--- src/design/cbc_pkg.sv ---
`timescale 1ns / 1ps

package cbc_pkg;

    localparam int MAX_WIDTH  = 1024;
    localparam int MAX_HEIGHT = 1024;

    localparam int COL_W     = $clog2(MAX_WIDTH);
    localparam int ROW_W     = $clog2(MAX_HEIGHT);
    localparam int RUN_W     = $clog2(MAX_WIDTH + 1);
    localparam int COUNT_CAP = MAX_WIDTH * MAX_HEIGHT;
    localparam int COUNT_W   = $clog2(COUNT_CAP + 1);
    localparam int MOMENT_W  = 30;

    localparam int FLOOR_W = 8;
    localparam int GAIN_W  = 4;
    localparam int AREA_W  = 21;
    localparam int RATIO_W = 20;
    localparam int CX_W    = 10;
    localparam int WIDTH_W = 11;
    localparam int PIX_W   = 8;

    localparam int DIVIDEND_W = MOMENT_W;
    localparam int DIVISOR_W  = COUNT_W;
    localparam int DIV_STEPS  = DIVIDEND_W;
    localparam int STEP_W     = $clog2(DIV_STEPS);

    localparam int QUEUE_DEPTH = 4;
    localparam int QPTR_W      = $clog2(QUEUE_DEPTH);

    localparam int TDATA_IN_W  = 24;
    localparam int TDATA_OUT_W = 80;
    localparam int APB_ADDR_W  = 5;
    localparam int APB_DATA_W  = 32;
    localparam int REG_IDX_W   = 3;

    localparam logic [REG_IDX_W-1:0] REG_GREEN_FLOOR    = 3'd0;
    localparam logic [REG_IDX_W-1:0] REG_GREEN_GAIN     = 3'd1;
    localparam logic [REG_IDX_W-1:0] REG_RED_BLUE_GAIN  = 3'd2;
    localparam logic [REG_IDX_W-1:0] REG_MIN_BLOB_AREA  = 3'd3;
    localparam logic [REG_IDX_W-1:0] REG_DISTANCE_RATIO = 3'd4;

    localparam logic [FLOOR_W-1:0] GREEN_FLOOR_RESET    = 8'd128;
    localparam logic [GAIN_W-1:0]  GREEN_GAIN_RESET     = 4'd4;
    localparam logic [GAIN_W-1:0]  RED_BLUE_GAIN_RESET  = 4'd3;
    localparam logic [AREA_W-1:0]  MIN_BLOB_AREA_RESET  = 21'd1000;
    localparam logic [RATIO_W-1:0] DISTANCE_RATIO_RESET = 20'd41489;

    typedef struct packed {
        logic [FLOOR_W-1:0] green_floor;
        logic [GAIN_W-1:0]  green_gain;
        logic [GAIN_W-1:0]  red_blue_gain;
        logic [AREA_W-1:0]  min_blob_area;
        logic [RATIO_W-1:0] distance_ratio;
    } cfg_t;

    typedef struct packed {
        logic                mask;
        logic                frame_end;
        logic [COUNT_W-1:0]  count;
        logic [MOMENT_W-1:0] x_moment;
        logic [MOMENT_W-1:0] y_moment;
        logic [RUN_W-1:0]    longest;
    } item_t;

endpackage

--- src/design/cbc_div.sv ---
`timescale 1ns / 1ps

module cbc_div
    import cbc_pkg::*;
(
    input  logic                  clk,
    input  logic                  rst_n,
    input  logic                  start,
    input  logic [DIVIDEND_W-1:0] dividend,
    input  logic [DIVISOR_W-1:0]  divisor,
    output logic                  busy,
    output logic [DIVIDEND_W-1:0] quotient
);

    logic                  busy_reg;
    logic [STEP_W-1:0]     step_reg;
    logic [DIVISOR_W-1:0]  rem_reg;
    logic [DIVISOR_W-1:0]  divisor_reg;
    logic [DIVIDEND_W-1:0] quo_reg;

    logic [DIVISOR_W:0]    shifted;
    logic [DIVISOR_W:0]    diff;
    logic                  fits;
    logic [DIVISOR_W-1:0]  rem_next;

    assign shifted  = {rem_reg, quo_reg[DIVIDEND_W-1]};
    assign diff     = shifted - {1'b0, divisor_reg};
    assign fits     = shifted >= {1'b0, divisor_reg};
    assign rem_next = fits ? diff[DIVISOR_W-1:0] : shifted[DIVISOR_W-1:0];

    always_ff @(posedge clk or negedge rst_n)
    begin
        if (!rst_n)
        begin
            busy_reg <= 1'b0;
            step_reg <= '0;
        end
        else if (start)
        begin
            busy_reg <= 1'b1;
            step_reg <= '0;
        end
        else if (busy_reg)
        begin
            step_reg <= step_reg + 1'b1;
            if (step_reg == STEP_W'(DIV_STEPS - 1))
            begin
                busy_reg <= 1'b0;
            end
        end
    end

    always_ff @(posedge clk)
    begin
        if (start)
        begin
            rem_reg     <= '0;
            quo_reg     <= dividend;
            divisor_reg <= divisor;
        end
        else if (busy_reg)
        begin
            rem_reg <= rem_next;
            quo_reg <= {quo_reg[DIVIDEND_W-2:0], fits};
        end
    end

    assign busy     = busy_reg;
    assign quotient = quo_reg;

endmodule

--- src/design/cbc_front.sv ---
`timescale 1ns / 1ps

module cbc_front
    import cbc_pkg::*;
(
    input  logic             clk,
    input  logic             rst_n,
    input  cfg_t             cfg,
    input  logic             accept,
    input  logic [PIX_W-1:0] red,
    input  logic [PIX_W-1:0] green,
    input  logic [PIX_W-1:0] blue,
    input  logic             line_end,
    input  logic             frame_end,
    output item_t            item
);

    logic [COL_W-1:0]    column_reg,   column_next;
    logic [ROW_W-1:0]    row_reg,      row_next;
    logic [COUNT_W-1:0]  count_reg,    count_next;
    logic [MOMENT_W-1:0] x_moment_reg, x_moment_next;
    logic [MOMENT_W-1:0] y_moment_reg, y_moment_next;
    logic [RUN_W-1:0]    run_reg,      run_next;
    logic [RUN_W-1:0]    longest_reg,  longest_next;

    logic [PIX_W+GAIN_W-1:0] green_prod;
    logic [PIX_W:0]          rb_sum;
    logic [PIX_W+GAIN_W:0]   rb_prod;
    logic                    mark;
    logic                    count_add;
    logic [COUNT_W-1:0]      count_upd;
    logic [MOMENT_W-1:0]     x_upd;
    logic [MOMENT_W-1:0]     y_upd;
    logic [RUN_W-1:0]        run_upd;
    logic [RUN_W-1:0]        longest_upd;

    always_comb
    begin
        green_prod  = cfg.green_gain * green;
        rb_sum      = {1'b0, red} + {1'b0, blue};
        rb_prod     = cfg.red_blue_gain * rb_sum;
        mark        = ({1'b0, green_prod} > rb_prod) && (green > cfg.green_floor);
        count_add   = mark && (count_reg != COUNT_W'(COUNT_CAP));
        count_upd   = count_add ? count_reg + 1'b1 : count_reg;
        x_upd       = count_add ? x_moment_reg + MOMENT_W'(column_reg) : x_moment_reg;
        y_upd       = count_add ? y_moment_reg + MOMENT_W'(row_reg) : y_moment_reg;
        if (!mark)
        begin
            run_upd = '0;
        end
        else if (run_reg < RUN_W'(MAX_WIDTH))
        begin
            run_upd = run_reg + 1'b1;
        end
        else
        begin
            run_upd = run_reg;
        end
        longest_upd = (mark && (run_upd > longest_reg)) ? run_upd : longest_reg;

        item.mask      = mark;
        item.frame_end = frame_end;
        item.count     = count_upd;
        item.x_moment  = x_upd;
        item.y_moment  = y_upd;
        item.longest   = longest_upd;

        column_next   = column_reg;
        row_next      = row_reg;
        count_next    = count_reg;
        x_moment_next = x_moment_reg;
        y_moment_next = y_moment_reg;
        run_next      = run_reg;
        longest_next  = longest_reg;
        if (accept)
        begin
            if (frame_end)
            begin
                column_next   = '0;
                row_next      = '0;
                count_next    = '0;
                x_moment_next = '0;
                y_moment_next = '0;
                run_next      = '0;
                longest_next  = '0;
            end
            else
            begin
                count_next    = count_upd;
                x_moment_next = x_upd;
                y_moment_next = y_upd;
                longest_next  = longest_upd;
                if (line_end)
                begin
                    column_next = '0;
                    run_next    = '0;
                    if (row_reg != ROW_W'(MAX_HEIGHT - 1))
                    begin
                        row_next = row_reg + 1'b1;
                    end
                end
                else
                begin
                    run_next = run_upd;
                    if (column_reg != COL_W'(MAX_WIDTH - 1))
                    begin
                        column_next = column_reg + 1'b1;
                    end
                end
            end
        end
    end

    always_ff @(posedge clk or negedge rst_n)
    begin
        if (!rst_n)
        begin
            column_reg   <= '0;
            row_reg      <= '0;
            count_reg    <= '0;
            x_moment_reg <= '0;
            y_moment_reg <= '0;
            run_reg      <= '0;
            longest_reg  <= '0;
        end
        else
        begin
            column_reg   <= column_next;
            row_reg      <= row_next;
            count_reg    <= count_next;
            x_moment_reg <= x_moment_next;
            y_moment_reg <= y_moment_next;
            run_reg      <= run_next;
            longest_reg  <= longest_next;
        end
    end

endmodule

--- src/design/cbc_queue.sv ---
`timescale 1ns / 1ps

module cbc_queue
    import cbc_pkg::*;
(
    input  logic  clk,
    input  logic  rst_n,
    input  logic  push,
    input  item_t push_item,
    input  logic  pop,
    output item_t head,
    output logic  full,
    output logic  empty
);

    item_t               entry_reg [QUEUE_DEPTH];
    logic [QPTR_W-1:0]   wr_ptr_reg;
    logic [QPTR_W-1:0]   rd_ptr_reg;
    logic [QPTR_W:0]     fill_reg;

    assign full  = fill_reg == (QPTR_W + 1)'(QUEUE_DEPTH);
    assign empty = fill_reg == '0;
    assign head  = entry_reg[rd_ptr_reg];

    always_ff @(posedge clk or negedge rst_n)
    begin
        if (!rst_n)
        begin
            wr_ptr_reg <= '0;
            rd_ptr_reg <= '0;
            fill_reg   <= '0;
        end
        else
        begin
            if (push)
            begin
                wr_ptr_reg <= wr_ptr_reg + 1'b1;
            end
            if (pop)
            begin
                rd_ptr_reg <= rd_ptr_reg + 1'b1;
            end
            if (push && !pop)
            begin
                fill_reg <= fill_reg + 1'b1;
            end
            else if (pop && !push)
            begin
                fill_reg <= fill_reg - 1'b1;
            end
        end
    end

    always_ff @(posedge clk)
    begin
        if (push)
        begin
            entry_reg[wr_ptr_reg] <= push_item;
        end
    end

endmodule

--- src/design/cbc_back.sv ---
`timescale 1ns / 1ps

module cbc_back
    import cbc_pkg::*;
(
    input  logic                   clk,
    input  logic                   rst_n,
    input  cfg_t                   cfg,
    input  item_t                  head,
    input  logic                   empty,
    output logic                   pop,
    output logic                   m_tvalid,
    input  logic                   m_tready,
    output logic [TDATA_OUT_W-1:0] m_tdata,
    output logic                   m_tlast
);

    typedef enum logic [0:0] {
        ST_READY,
        ST_DIVIDE
    } state_t;

    state_t              state_reg;
    logic                valid_reg;
    logic                last_reg;
    logic                mask_reg;
    logic                found_reg;
    logic [CX_W-1:0]     cx_reg;
    logic [CX_W-1:0]     cy_reg;
    logic [WIDTH_W-1:0]  width_reg;
    logic [AREA_W-1:0]   area_reg;
    logic [RATIO_W-1:0]  dist_reg;
    item_t               hold_reg;

    logic                  out_free;
    logic                  start;
    logic                  busy_x, busy_y, busy_d;
    logic [DIVIDEND_W-1:0] quo_x, quo_y, quo_d;
    logic                  found;
    logic                  load_pixel;
    logic                  load_summary;

    assign out_free     = !valid_reg || m_tready;
    assign pop          = (state_reg == ST_READY) && !empty && out_free;
    assign start        = pop && head.frame_end;
    assign found        = hold_reg.count > cfg.min_blob_area;
    assign load_pixel   = pop && !head.frame_end;
    assign load_summary = (state_reg == ST_DIVIDE) && !busy_x && !busy_y && !busy_d
                          && out_free;

    cbc_div u_div_x (
        .clk      (clk),
        .rst_n    (rst_n),
        .start    (start),
        .dividend (head.x_moment),
        .divisor  (head.count),
        .busy     (busy_x),
        .quotient (quo_x)
    );

    cbc_div u_div_y (
        .clk      (clk),
        .rst_n    (rst_n),
        .start    (start),
        .dividend (head.y_moment),
        .divisor  (head.count),
        .busy     (busy_y),
        .quotient (quo_y)
    );

    cbc_div u_div_d (
        .clk      (clk),
        .rst_n    (rst_n),
        .start    (start),
        .dividend (DIVIDEND_W'(cfg.distance_ratio)),
        .divisor  (DIVISOR_W'(head.longest)),
        .busy     (busy_d),
        .quotient (quo_d)
    );

    always_ff @(posedge clk or negedge rst_n)
    begin
        if (!rst_n)
        begin
            state_reg <= ST_READY;
            valid_reg <= 1'b0;
            last_reg  <= 1'b0;
            mask_reg  <= 1'b0;
            found_reg <= 1'b0;
            cx_reg    <= '0;
            cy_reg    <= '0;
            width_reg <= '0;
            area_reg  <= '0;
            dist_reg  <= '0;
            hold_reg  <= '0;
        end
        else
        begin
            if (load_pixel || load_summary)
            begin
                valid_reg <= 1'b1;
            end
            else if (m_tready)
            begin
                valid_reg <= 1'b0;
            end
            case (state_reg)
                ST_READY:
                begin
                    if (pop)
                    begin
                        if (head.frame_end)
                        begin
                            hold_reg  <= head;
                            state_reg <= ST_DIVIDE;
                        end
                        else
                        begin
                            last_reg  <= 1'b0;
                            mask_reg  <= head.mask;
                            found_reg <= 1'b0;
                            cx_reg    <= '0;
                            cy_reg    <= '0;
                            width_reg <= '0;
                            area_reg  <= '0;
                            dist_reg  <= '0;
                        end
                    end
                end
                ST_DIVIDE:
                begin
                    if (load_summary)
                    begin
                        last_reg  <= 1'b1;
                        mask_reg  <= hold_reg.mask;
                        found_reg <= found;
                        cx_reg    <= found ? quo_x[CX_W-1:0] : '0;
                        cy_reg    <= found ? quo_y[CX_W-1:0] : '0;
                        width_reg <= WIDTH_W'(hold_reg.longest);
                        area_reg  <= AREA_W'(hold_reg.count);
                        dist_reg  <= (found && hold_reg.longest != '0) ?
                                     quo_d[RATIO_W-1:0] : '0;
                        state_reg <= ST_READY;
                    end
                end
                default:
                begin
                    state_reg <= ST_READY;
                end
            endcase
        end
    end

    assign m_tvalid = valid_reg;
    assign m_tlast  = last_reg;
    assign m_tdata  = {6'b0, dist_reg, area_reg, width_reg, cy_reg, cx_reg,
                       found_reg, mask_reg};

`ifndef SYNTHESIS
    a_found_area: assert property (@(posedge clk) disable iff (!rst_n)
        (valid_reg && found_reg) |-> (area_reg > cfg.min_blob_area))
        else $error("found reported with area at or below minimum");

    a_summary_zero: assert property (@(posedge clk) disable iff (!rst_n)
        (valid_reg && !last_reg) |-> (!found_reg && cx_reg == '0 && cy_reg == '0
        && width_reg == '0 && area_reg == '0 && dist_reg == '0))
        else $error("summary fields set on a non-final pixel");

    a_no_pop_divide: assert property (@(posedge clk) disable iff (!rst_n)
        (state_reg == ST_DIVIDE) |-> !pop)
        else $error("queue popped during frame division");

    a_div_start: assert property (@(posedge clk) disable iff (!rst_n)
        start |=> (busy_x && busy_y && busy_d && state_reg == ST_DIVIDE))
        else $error("dividers not running after frame end");
`endif

endmodule

--- src/design/color_blob_centroid_core.sv ---
`timescale 1ns / 1ps

// Green blob detector over a raster pixel stream.
// Input stream s_*: one pixel per transaction; s_tdata = {blue, green, red},
// s_tuser marks the last pixel of a row, s_tlast the last pixel of a frame.
// Output stream m_*: one result per pixel, in order; m_tlast marks the frame
// summary, which rides on the result of the frame's last pixel.
// A pixel's result passes through the queue and then the output register;
// the frame summary is loaded once the bit-serial dividers in the back
// part are done (one quotient bit per cycle, 30 bits).
// Throughput: one pixel per cycle while s_tready is high; at frame end the
// front keeps accepting until its 4-entry queue fills, then stalls until the
// summary is out. A receiver stall holds the output register; the queue
// absorbs up to four pixels before s_tready drops.
// Reset clears all frame state, the queue and the output register, and loads
// the register defaults. Registers sit on the APB port at 4*index; write
// them only while the stream is idle.

module color_blob_centroid_core
    import cbc_pkg::*;
(
    input  logic                   clk,
    input  logic                   rst_n,
    input  logic                   psel,
    input  logic                   penable,
    input  logic                   pwrite,
    input  logic [APB_ADDR_W-1:0]  paddr,
    input  logic [APB_DATA_W-1:0]  pwdata,
    output logic [APB_DATA_W-1:0]  prdata,
    output logic                   pready,
    input  logic                   s_tvalid,
    output logic                   s_tready,
    input  logic [TDATA_IN_W-1:0]  s_tdata,   // red[7:0], green[15:8], blue[23:16]
    input  logic                   s_tuser,   // line_end
    input  logic                   s_tlast,   // frame_end
    output logic                   m_tvalid,
    input  logic                   m_tready,
    // mask[0], found[1], centre_x[11:2], centre_y[21:12], blob_width[32:22],
    // blob_area[53:33], distance[73:54], zero[79:74]
    output logic [TDATA_OUT_W-1:0] m_tdata,
    output logic                   m_tlast    // frame_done
);

    cfg_t                 cfg_reg;
    logic                 cfg_write;
    logic [REG_IDX_W-1:0] reg_idx;
    logic                 accept;
    logic                 q_full;
    logic                 q_empty;
    logic                 q_pop;
    item_t                push_item;
    item_t                head;

    assign pready    = 1'b1;
    assign reg_idx   = paddr[APB_ADDR_W-1:2];
    assign cfg_write = psel && penable && pwrite && pready;

    always_ff @(posedge clk or negedge rst_n)
    begin
        if (!rst_n)
        begin
            cfg_reg.green_floor    <= GREEN_FLOOR_RESET;
            cfg_reg.green_gain     <= GREEN_GAIN_RESET;
            cfg_reg.red_blue_gain  <= RED_BLUE_GAIN_RESET;
            cfg_reg.min_blob_area  <= MIN_BLOB_AREA_RESET;
            cfg_reg.distance_ratio <= DISTANCE_RATIO_RESET;
        end
        else if (cfg_write)
        begin
            case (reg_idx)
                REG_GREEN_FLOOR:    cfg_reg.green_floor    <= pwdata[FLOOR_W-1:0];
                REG_GREEN_GAIN:     cfg_reg.green_gain     <= pwdata[GAIN_W-1:0];
                REG_RED_BLUE_GAIN:  cfg_reg.red_blue_gain  <= pwdata[GAIN_W-1:0];
                REG_MIN_BLOB_AREA:  cfg_reg.min_blob_area  <= pwdata[AREA_W-1:0];
                REG_DISTANCE_RATIO: cfg_reg.distance_ratio <= pwdata[RATIO_W-1:0];
                default:            ;
            endcase
        end
    end

    always_comb
    begin
        case (reg_idx)
            REG_GREEN_FLOOR:    prdata = APB_DATA_W'(cfg_reg.green_floor);
            REG_GREEN_GAIN:     prdata = APB_DATA_W'(cfg_reg.green_gain);
            REG_RED_BLUE_GAIN:  prdata = APB_DATA_W'(cfg_reg.red_blue_gain);
            REG_MIN_BLOB_AREA:  prdata = APB_DATA_W'(cfg_reg.min_blob_area);
            REG_DISTANCE_RATIO: prdata = APB_DATA_W'(cfg_reg.distance_ratio);
            default:            prdata = '0;
        endcase
    end

    assign s_tready = !q_full;
    assign accept   = s_tvalid && s_tready;

    cbc_front u_front (
        .clk       (clk),
        .rst_n     (rst_n),
        .cfg       (cfg_reg),
        .accept    (accept),
        .red       (s_tdata[7:0]),
        .green     (s_tdata[15:8]),
        .blue      (s_tdata[23:16]),
        .line_end  (s_tuser),
        .frame_end (s_tlast),
        .item      (push_item)
    );

    cbc_queue u_queue (
        .clk       (clk),
        .rst_n     (rst_n),
        .push      (accept),
        .push_item (push_item),
        .pop       (q_pop),
        .head      (head),
        .full      (q_full),
        .empty     (q_empty)
    );

    cbc_back u_back (
        .clk      (clk),
        .rst_n    (rst_n),
        .cfg      (cfg_reg),
        .head     (head),
        .empty    (q_empty),
        .pop      (q_pop),
        .m_tvalid (m_tvalid),
        .m_tready (m_tready),
        .m_tdata  (m_tdata),
        .m_tlast  (m_tlast)
    );

endmodule

--- config.mk ---
export PLATFORM = sky130hd
export DESIGN_NAME = color_blob_centroid_core
export DESIGN_NICKNAME = d
export VERILOG_FILES = /design/src/design/cbc_pkg.sv /design/src/design/cbc_div.sv /design/src/design/cbc_front.sv /design/src/design/cbc_queue.sv /design/src/design/cbc_back.sv /design/src/design/color_blob_centroid_core.sv
export SDC_FILE = /design/constraint.sdc
export NUM_CORES = 1
export LEC_CHECK = 0
export ABC_AREA = 0
export BUFFER_PORTS_ARGS = -buffer_cell sky130_fd_sc_hd__buf_2
export CORE_ASPECT_RATIO = 1.75
export CORE_UTILIZATION = 45
export CTS_CLUSTER_DIAMETER = 80
export DETAILED_ROUTE_END_ITERATION = 8
export GPL_TIMING_DRIVEN = 0
export SKIP_CTS_REPAIR_TIMING = 1
export SYNTH_ARGS = -nofsm -noshare
export SYNTH_HDL_FRONTEND = slang
export SYNTH_SLANG_ARGS = --single-unit
export TNS_END_PERCENT = 100
--- constraint.sdc ---
create_clock -name clk -period 8.1 [get_ports clk]
set_input_delay 0 -clock clk [delete_from_list [all_inputs] [get_ports clk]]
set_output_delay 0 -clock clk [all_outputs]
set_load 0.03 [all_outputs]
==> results of run 1 <==
==> metal layers <==
layer / vias up / share of wire / wire length, µm
met5: - / 0 / 0
met2: 728 / 0.54 / 63300
met4: 0 / 0.048 / 5620
met3: 220 / 0.038 / 4450
met1: 14900 / 0.38 / 44500
li1: 13800 / - / -
==> through the flow <==
step	util	setup TNS [ns]	worst slack, ns
global placement	0.480	-7.35	-0.238
CTS	0.512	-16.00	-0.454
detailed placement	0.484	-13.23	-0.395
floorplan	-	0	1.10
finish	0.516	0	0.528
global route	0.516	-0.000962	-0.000962
==> critical path, delay by kind of cell (launching register included) <==
family	cells	cell delay, ns
DFF	1	0.65
and+or+nand+nor	5	0.80
adders and majority gates	5	1.91
xor gates and xnor gates	1	0.09
buffers and inverters	4	0.77
AOI/OAI and AO/OA	18	3.28
==> power breakdown <==
group          total, W  internal (W)  switching (W)
Combinational   0.00659       0.00250        0.00409
Clock           0.00394       0.00216        0.00178
Sequential      0.00673       0.00607       0.000654
==> cells in the mapped netlist (all sizes together), types with 71 or more instances <==
cell type  count
a21oi        163
a22o          82
clkbuf       138
dfrtp        300
dfxtp         73
edfxtp       488
ha           181
inv          172
mux4          94
nand2        596
nor2         194
o21ai        211
xnor2        109
xor2          71
==> path summary, 6_finish.rpt <==
check / start / endpoint / slack [ns] / cells after the start
hold / removal: psel / cfg_reg[46]$_DFFE_PN0P_ / 0.008 / 4
setup reg to reg: cfg_reg[47]$_DFFE_PN1P_ / u_front.longest_reg[5]$_DFFE_PN0P_ / 0.53 / 33
max in group asynchronous: rst_n / cfg_reg[13]$_DFFE_PN1P_ / 6.66 / 5
hold reg to reg: u_back.u_div_x.rem_reg[20]$_SDFFE_PP0P_ / u_back.u_div_x.rem_reg[20]$_SDFFE_PP0P_ / 0.47 / 2
setup / recovery: cfg_reg[47]$_DFFE_PN1P_ / u_front.longest_reg[5]$_DFFE_PN0P_ / 0.53 / 33
min in group asynchronous: rst_n / u_back.cy_reg[1]$_DFFE_PN0P_ / 0.44 / 4
==> cells by family after synthesis <==
family / share of synthesized area
adder cells (fa/ha/maj): 0.0680
multiplexers: 0.0737
AO/OA/AOI/OAI: 0.108
XOR/XNOR: 0.0367
other: 0.000175
AND/OR/NAND/NOR: 0.121
buffers and inverters: 0.0347
flip-flops: 0.559
==> cell type report <==
class / instances / area, µm²
Clock inverter: 55 / 489
Multi-Input combinational cell: 2459 / 17600
Timing Repair Buffer: 199 / 1440
Sequential cell: 876 / 24000
Fill cell: 8348 / 45800
Tap cell: 1208 / 1510
Clock buffer: 99 / 2210
Buffer: 188 / 831
Inverter: 172 / 646
==> impl_results.md, run 1 <==
* Outcome: completed
* Chip Height at 411 µm
* Area Growth Syn to Fin at 13.3%
* Hpwl dp at 86.0 mm
* Post-Syn Instances at 3,685
* Netlist cell types at 90
* Register area share after synthesis at 0.559
* GR Layer Usage met2 at 0.460
* Tightest Pin Transition at 1.31 ns
* Top Usage Layer GRT: met2
* Design Area, Final at 48,700 µm²
* Hold crit path type: in -> reg
* Vias in the first global route at 30,200
* Placer Congestion at 0.920
* Final WL at 118 mm
* CTS Root Cell: clkbuf_16
* Core Box Area at 94,500 µm²
* Crit Path Class: reg -> reg
* Crit. End Element: flip-flop
* Drt initial violations at 1,869
* Slew Limit Fails at 0
* Global-route wire length before repair at 179 mm
* Power, Total at 0.0173 W
* Clock Pin Slew Worst Setup and Hold Paths at 0.07 ns
* VDD IR-drop max at 0.228 mV
* Starting Density at 0.455
* Tcrit/Tclk final at 0.935
* Synth Flop Type: edfxtp_1
* Synth warn at 0
* Ys async rst share at 0.360
* Post-Place Cells at 5,075
* Synth top area share at 0.341
* Max Clock Freq at 132 MHz
* Most frequent cells in the layout: nand2_1 (596), edfxtp_1 (488), dfrtp_1 (299), o21ai_0 (203), nor2_1 (191)
* DR WL/cell at 22.4 µm
* Non-filler cells, final at 5,256
* P per Cell Area at 354 nW/µm²
* CTS Buf Count at 82
* Largest buffer count on any clock path at 3
* Layout Nets at 4,262
* DIE WIDTH at 236 µm
* Launching element type of the critical path: flip-flop
* H-tree depth at 3
* Hold slack at 0.00832 ns
* Placed cell area at 45,700 µm²
* Fin. Hold Viols at 0
* Post-synth EDFFs at 488
* Clock sinks at 876
* Post-Syn Area per Cell at 11.7 µm²
* CTS tree: done
* Synthesized area at 43,000 µm²
* Worst path arrival time at 8.18 ns
* Setup Skew at 0.0207 ns
* DRT Pass-1 Iters at 6
* Cell taking the most area after synthesis: edfxtp_1
* Skew-Pair Late Insertion Delay at 0.68 ns
* Critical Path RT at 8.71 ns
* GRT Util Overall at 0.244
* M1 GR Usage at 0.269
* Slew margin rel. at 0.128
* Ports at 186
* Max Cap Viol at 0
* Post-DRT Antenna Nets at 0
* Max reg flops at 376
* Commonest non-fill, non-tap cell in the layout: nand2_1
* Max incr delay on CP at 0.65 ns
* Met3 Track Usage GR at 0.0280
* Std cell rows at 149
* Vias per cell at 5.65
* Total global routing overflow at 0
* Minimum clock period at 7.57 ns
* # diodes at 0
* Synth area leaders: edfxtp_1 (34%), dfrtp_1 (17%), ha_1 (5.3%)
* Setup Viol. Count Final at 0
* DRC viols at 0
* FF+latch count, synth at 876
* Initial antenna violation count at 2
* Total number of vias at 29,700
* PortBufs at 152
* Die area at 96,800 µm²
* Ratio of cells with drive above 1 in the final layout at 0.137
* Crit path max fanout at 10
* Largest net degree at the start of global routing at 103
* Crit-path slowest cell: dfstp_2
* Leak at 20.7 nW
(Power assumes the default switching activity.)
==> inputs of run 2 (changes only) <==
- CORE_MARGIN: not set -> 2
- SKIP_CTS_REPAIR_TIMING: 1 -> not set
==> impl_results.md, run 2 (same netlist as run 1, synthesis figures left out) <==
* GRT Util Overall at 0.245 (was 0.244)
* FILL cells at 8,393 (was 8,348)
* Minimum clock period at 7.47 ns (was 7.57 ns)
* Die area at 98,100 µm² (was 96,800 µm²)
* P per Cell Area at 355 nW/µm² (was 354 nW/µm²)
* Crit path max-delay family: compound AO/OA/AOI/OAI gates (unchanged)
* Vias per cell at 5.61 (was 5.65)
* R2R cell count at 33 (unchanged)
* Worst Hold Depth at 4 (unchanged)
* Largest net degree at the start of global routing at 113 (was 103)
* Outcome: completed (unchanged)
* Hold crit path type: in -> reg (unchanged)
* Max reg flops at 376 (unchanged)
* Ratio of cells with drive above 1 in the final layout at 0.136 (was 0.137)
* Total global routing overflow at 0 (unchanged)
* Core Box Area at 95,200 µm² (was 94,500 µm²)
* Area Growth Syn to Fin at 13.6% (was 13.3%)
* DRT Pass-1 Iters at 5 (was 6)
* DR WL/cell at 22.4 µm (about the same)
* Setup Viol. Count Final at 0 (unchanged)
* CTS tree: done (unchanged)
* Crit path max fanout at 13 (was 10)
* Final design utilization at 0.513 (was 0.516)
* Crit-path slowest cell: dfstp_2 (unchanged)
* Crit Path Class: reg -> reg (unchanged)
* Global-route wire length before repair at 182 mm (was 179 mm)
* Worst path arrival time at 7.89 ns (was 8.18 ns)
* Clock sinks at 876 (unchanged)
* Fin. Hold Viols at 0 (unchanged)
* Placer Congestion at 0.919 (was 0.920)
* Max incr delay on CP at 0.64 ns (was 0.65 ns)
* Leak at 20.8 nW (was 20.7 nW)
* Std cell rows at 150 (was 149)
* Most frequent cells in the layout: nand2_1 (596), edfxtp_1 (488), dfrtp_1 (299), o21ai_0 (202), nor2_1 (192) (was nand2_1 (596), edfxtp_1 (488), dfrtp_1 (299), o21ai_0 (203), nor2_1 (191))
* H-tree depth at 3 (unchanged)
* Tightest Pin Transition at 1.39 ns (was 1.31 ns)
* Chip Height at 413 µm (was 411 µm)
* Post-DRT Antenna Nets at 0 (unchanged)
* Max Cap Viol at 0 (unchanged)
* Launching element type of the critical path: flip-flop (unchanged)
* DRC viols at 0 (unchanged)
* CP Depth at 33 (unchanged)
* Final WL at 118 mm (about the same)
* Skew-Pair Late Insertion Delay at 0.70 ns (was 0.68 ns)
* Hold slack at 0.0617 ns (was 0.00832 ns)
* Crit. End Element: flip-flop (unchanged)
* Slew Limit Fails at 0 (unchanged)
* CTS Buf Count at 83 (was 82)
* RSZ-0062 raised after global routing: false
* Ports at 186 (unchanged)
* Critical Path RT at 8.52 ns (was 8.71 ns)
* VDD IR-drop max at 0.236 mV (was 0.228 mV)
* Clock Pin Slew Worst Setup and Hold Paths at 0.07 ns (about the same)
* PortBufs at 152 (unchanged)
* Slew margin rel. at 0.0744 (was 0.128)
* Max Clock Freq at 134 MHz (was 132 MHz)
* Layout Nets at 4,262 (unchanged)
* Commonest non-fill, non-tap cell in the layout: nand2_1 (unchanged)
* Largest buffer count on any clock path at 3 (unchanged)
* Initial antenna violation count at 1 (was 2)
* CTS Root Cell: clkbuf_16 (unchanged)
* Tcrit/Tclk final at 0.922 (was 0.935)
* Buffers & Inverters on Critical Path at 4 (unchanged)
* Starting Density at 0.452 (was 0.455)
* Vias in the first global route at 30,900 (was 30,200)
* Hpwl dp at 86.7 mm (was 86.0 mm)
* Drt initial violations at 1,705 (was 1,869)
* Total number of vias at 29,500 (was 29,700)
* DIE WIDTH at 238 µm (was 236 µm)
* Setup Skew at 0.0390 ns (was 0.0207 ns)
run 2: cell count changes in the layout (fill, tap and decap cells not counted), sizes merged:
cell,before,now
bufinv,6,7
clkinvlp,10,4
inv,178,179
buf,225,221
clkbuf,231,243
clkinv,33,28
diode,0,1
dlygate4sd3,30,32
run 2: worst paths after layout:
kind                       slack [ns]                                     from                                 endpoint
max in group asynchronous        6.64                                    rst_n                  cfg_reg[15]$_DFFE_PN1P_
hold reg to reg                  0.46  u_back.u_div_x.rem_reg[20]$_SDFFE_PP0P_  u_back.u_div_x.rem_reg[20]$_SDFFE_PP0P_
min in group asynchronous        0.44                                    rst_n             u_back.cy_reg[4]$_DFFE_PN0P_
setup / recovery                 0.63                  cfg_reg[47]$_DFFE_PN1P_        u_queue.entry_reg[2][0]$_DFFE_PP_
setup reg to reg                 0.63                  cfg_reg[47]$_DFFE_PN1P_        u_queue.entry_reg[2][0]$_DFFE_PP_
hold / removal                   0.06                               pwdata[20]                  cfg_reg[40]$_DFFE_PN0P_
run 2: worst min-delay path: stages:
cell	delay [ns]
dlygate4sd3_1	0.52
buf_2	0.10
nand2_1	0.04
o21ai_0	0.06
run 2: what timing repair did:
| action | in CTS | in global routing |
|---|---|---|
| buffers inserted | 0 | 2 |
| hold buffers | 33 | 0 |
| pin swaps | 0 | 1 |
| hold endpoints to repair | 310 | 0 |
| resized for setup | 2 | 14 |
| endpoints found under the setup margin | 40 | 55 |
run 2: through the flow:
stage                     setup TNS, ns  instances  total power (W)  worst slack (ns)  instance area [µm²]
after floorplan                       0       3701           0.0112              1.10                43100
after global placement            -5.72       5069           0.0132            -0.218                45300
after detailed placement          -7.42       5080           0.0133            -0.275                45700
after CTS                             0       5267           0.0175           0.00869                48800
after global routing                  0       5265           0.0184           0.00448                48800
final                                 0       5266           0.0173             0.632                48800
run 2: final cells by class:
cell class | instances | area, µm² | share of cell area
Antenna cell | 1 | 2.50 | 0.0000512
Tap cell | 1216 | 1520 | 0.0312
Timing Repair Buffer | 198 | 1400 | 0.0287
Clock inverter | 46 | 509 | 0.0104
Multi-Input combinational cell | 2459 | 17600 | 0.360
Clock buffer | 110 | 2310 | 0.0473
Buffer | 188 | 833 | 0.0171
Sequential cell | 876 | 24000 | 0.492
Inverter | 172 | 646 | 0.0132
run 2: metal layers:
metal	track usage	share of wire
met5	0	0
met4	0.138	0.058
met3	0.0311	0.038
met2	0.458	0.53
met1	0.265	0.37
run 2: report_power, final:
group / internal, W / switching, W / leakage, nW / total (W)
registers: 0.00608 / 0.000642 / 9.60 / 0.00672
clock network: 0.00227 / 0.00181 / 1.38 / 0.00408
logic: 0.00249 / 0.00403 / 9.79 / 0.00652
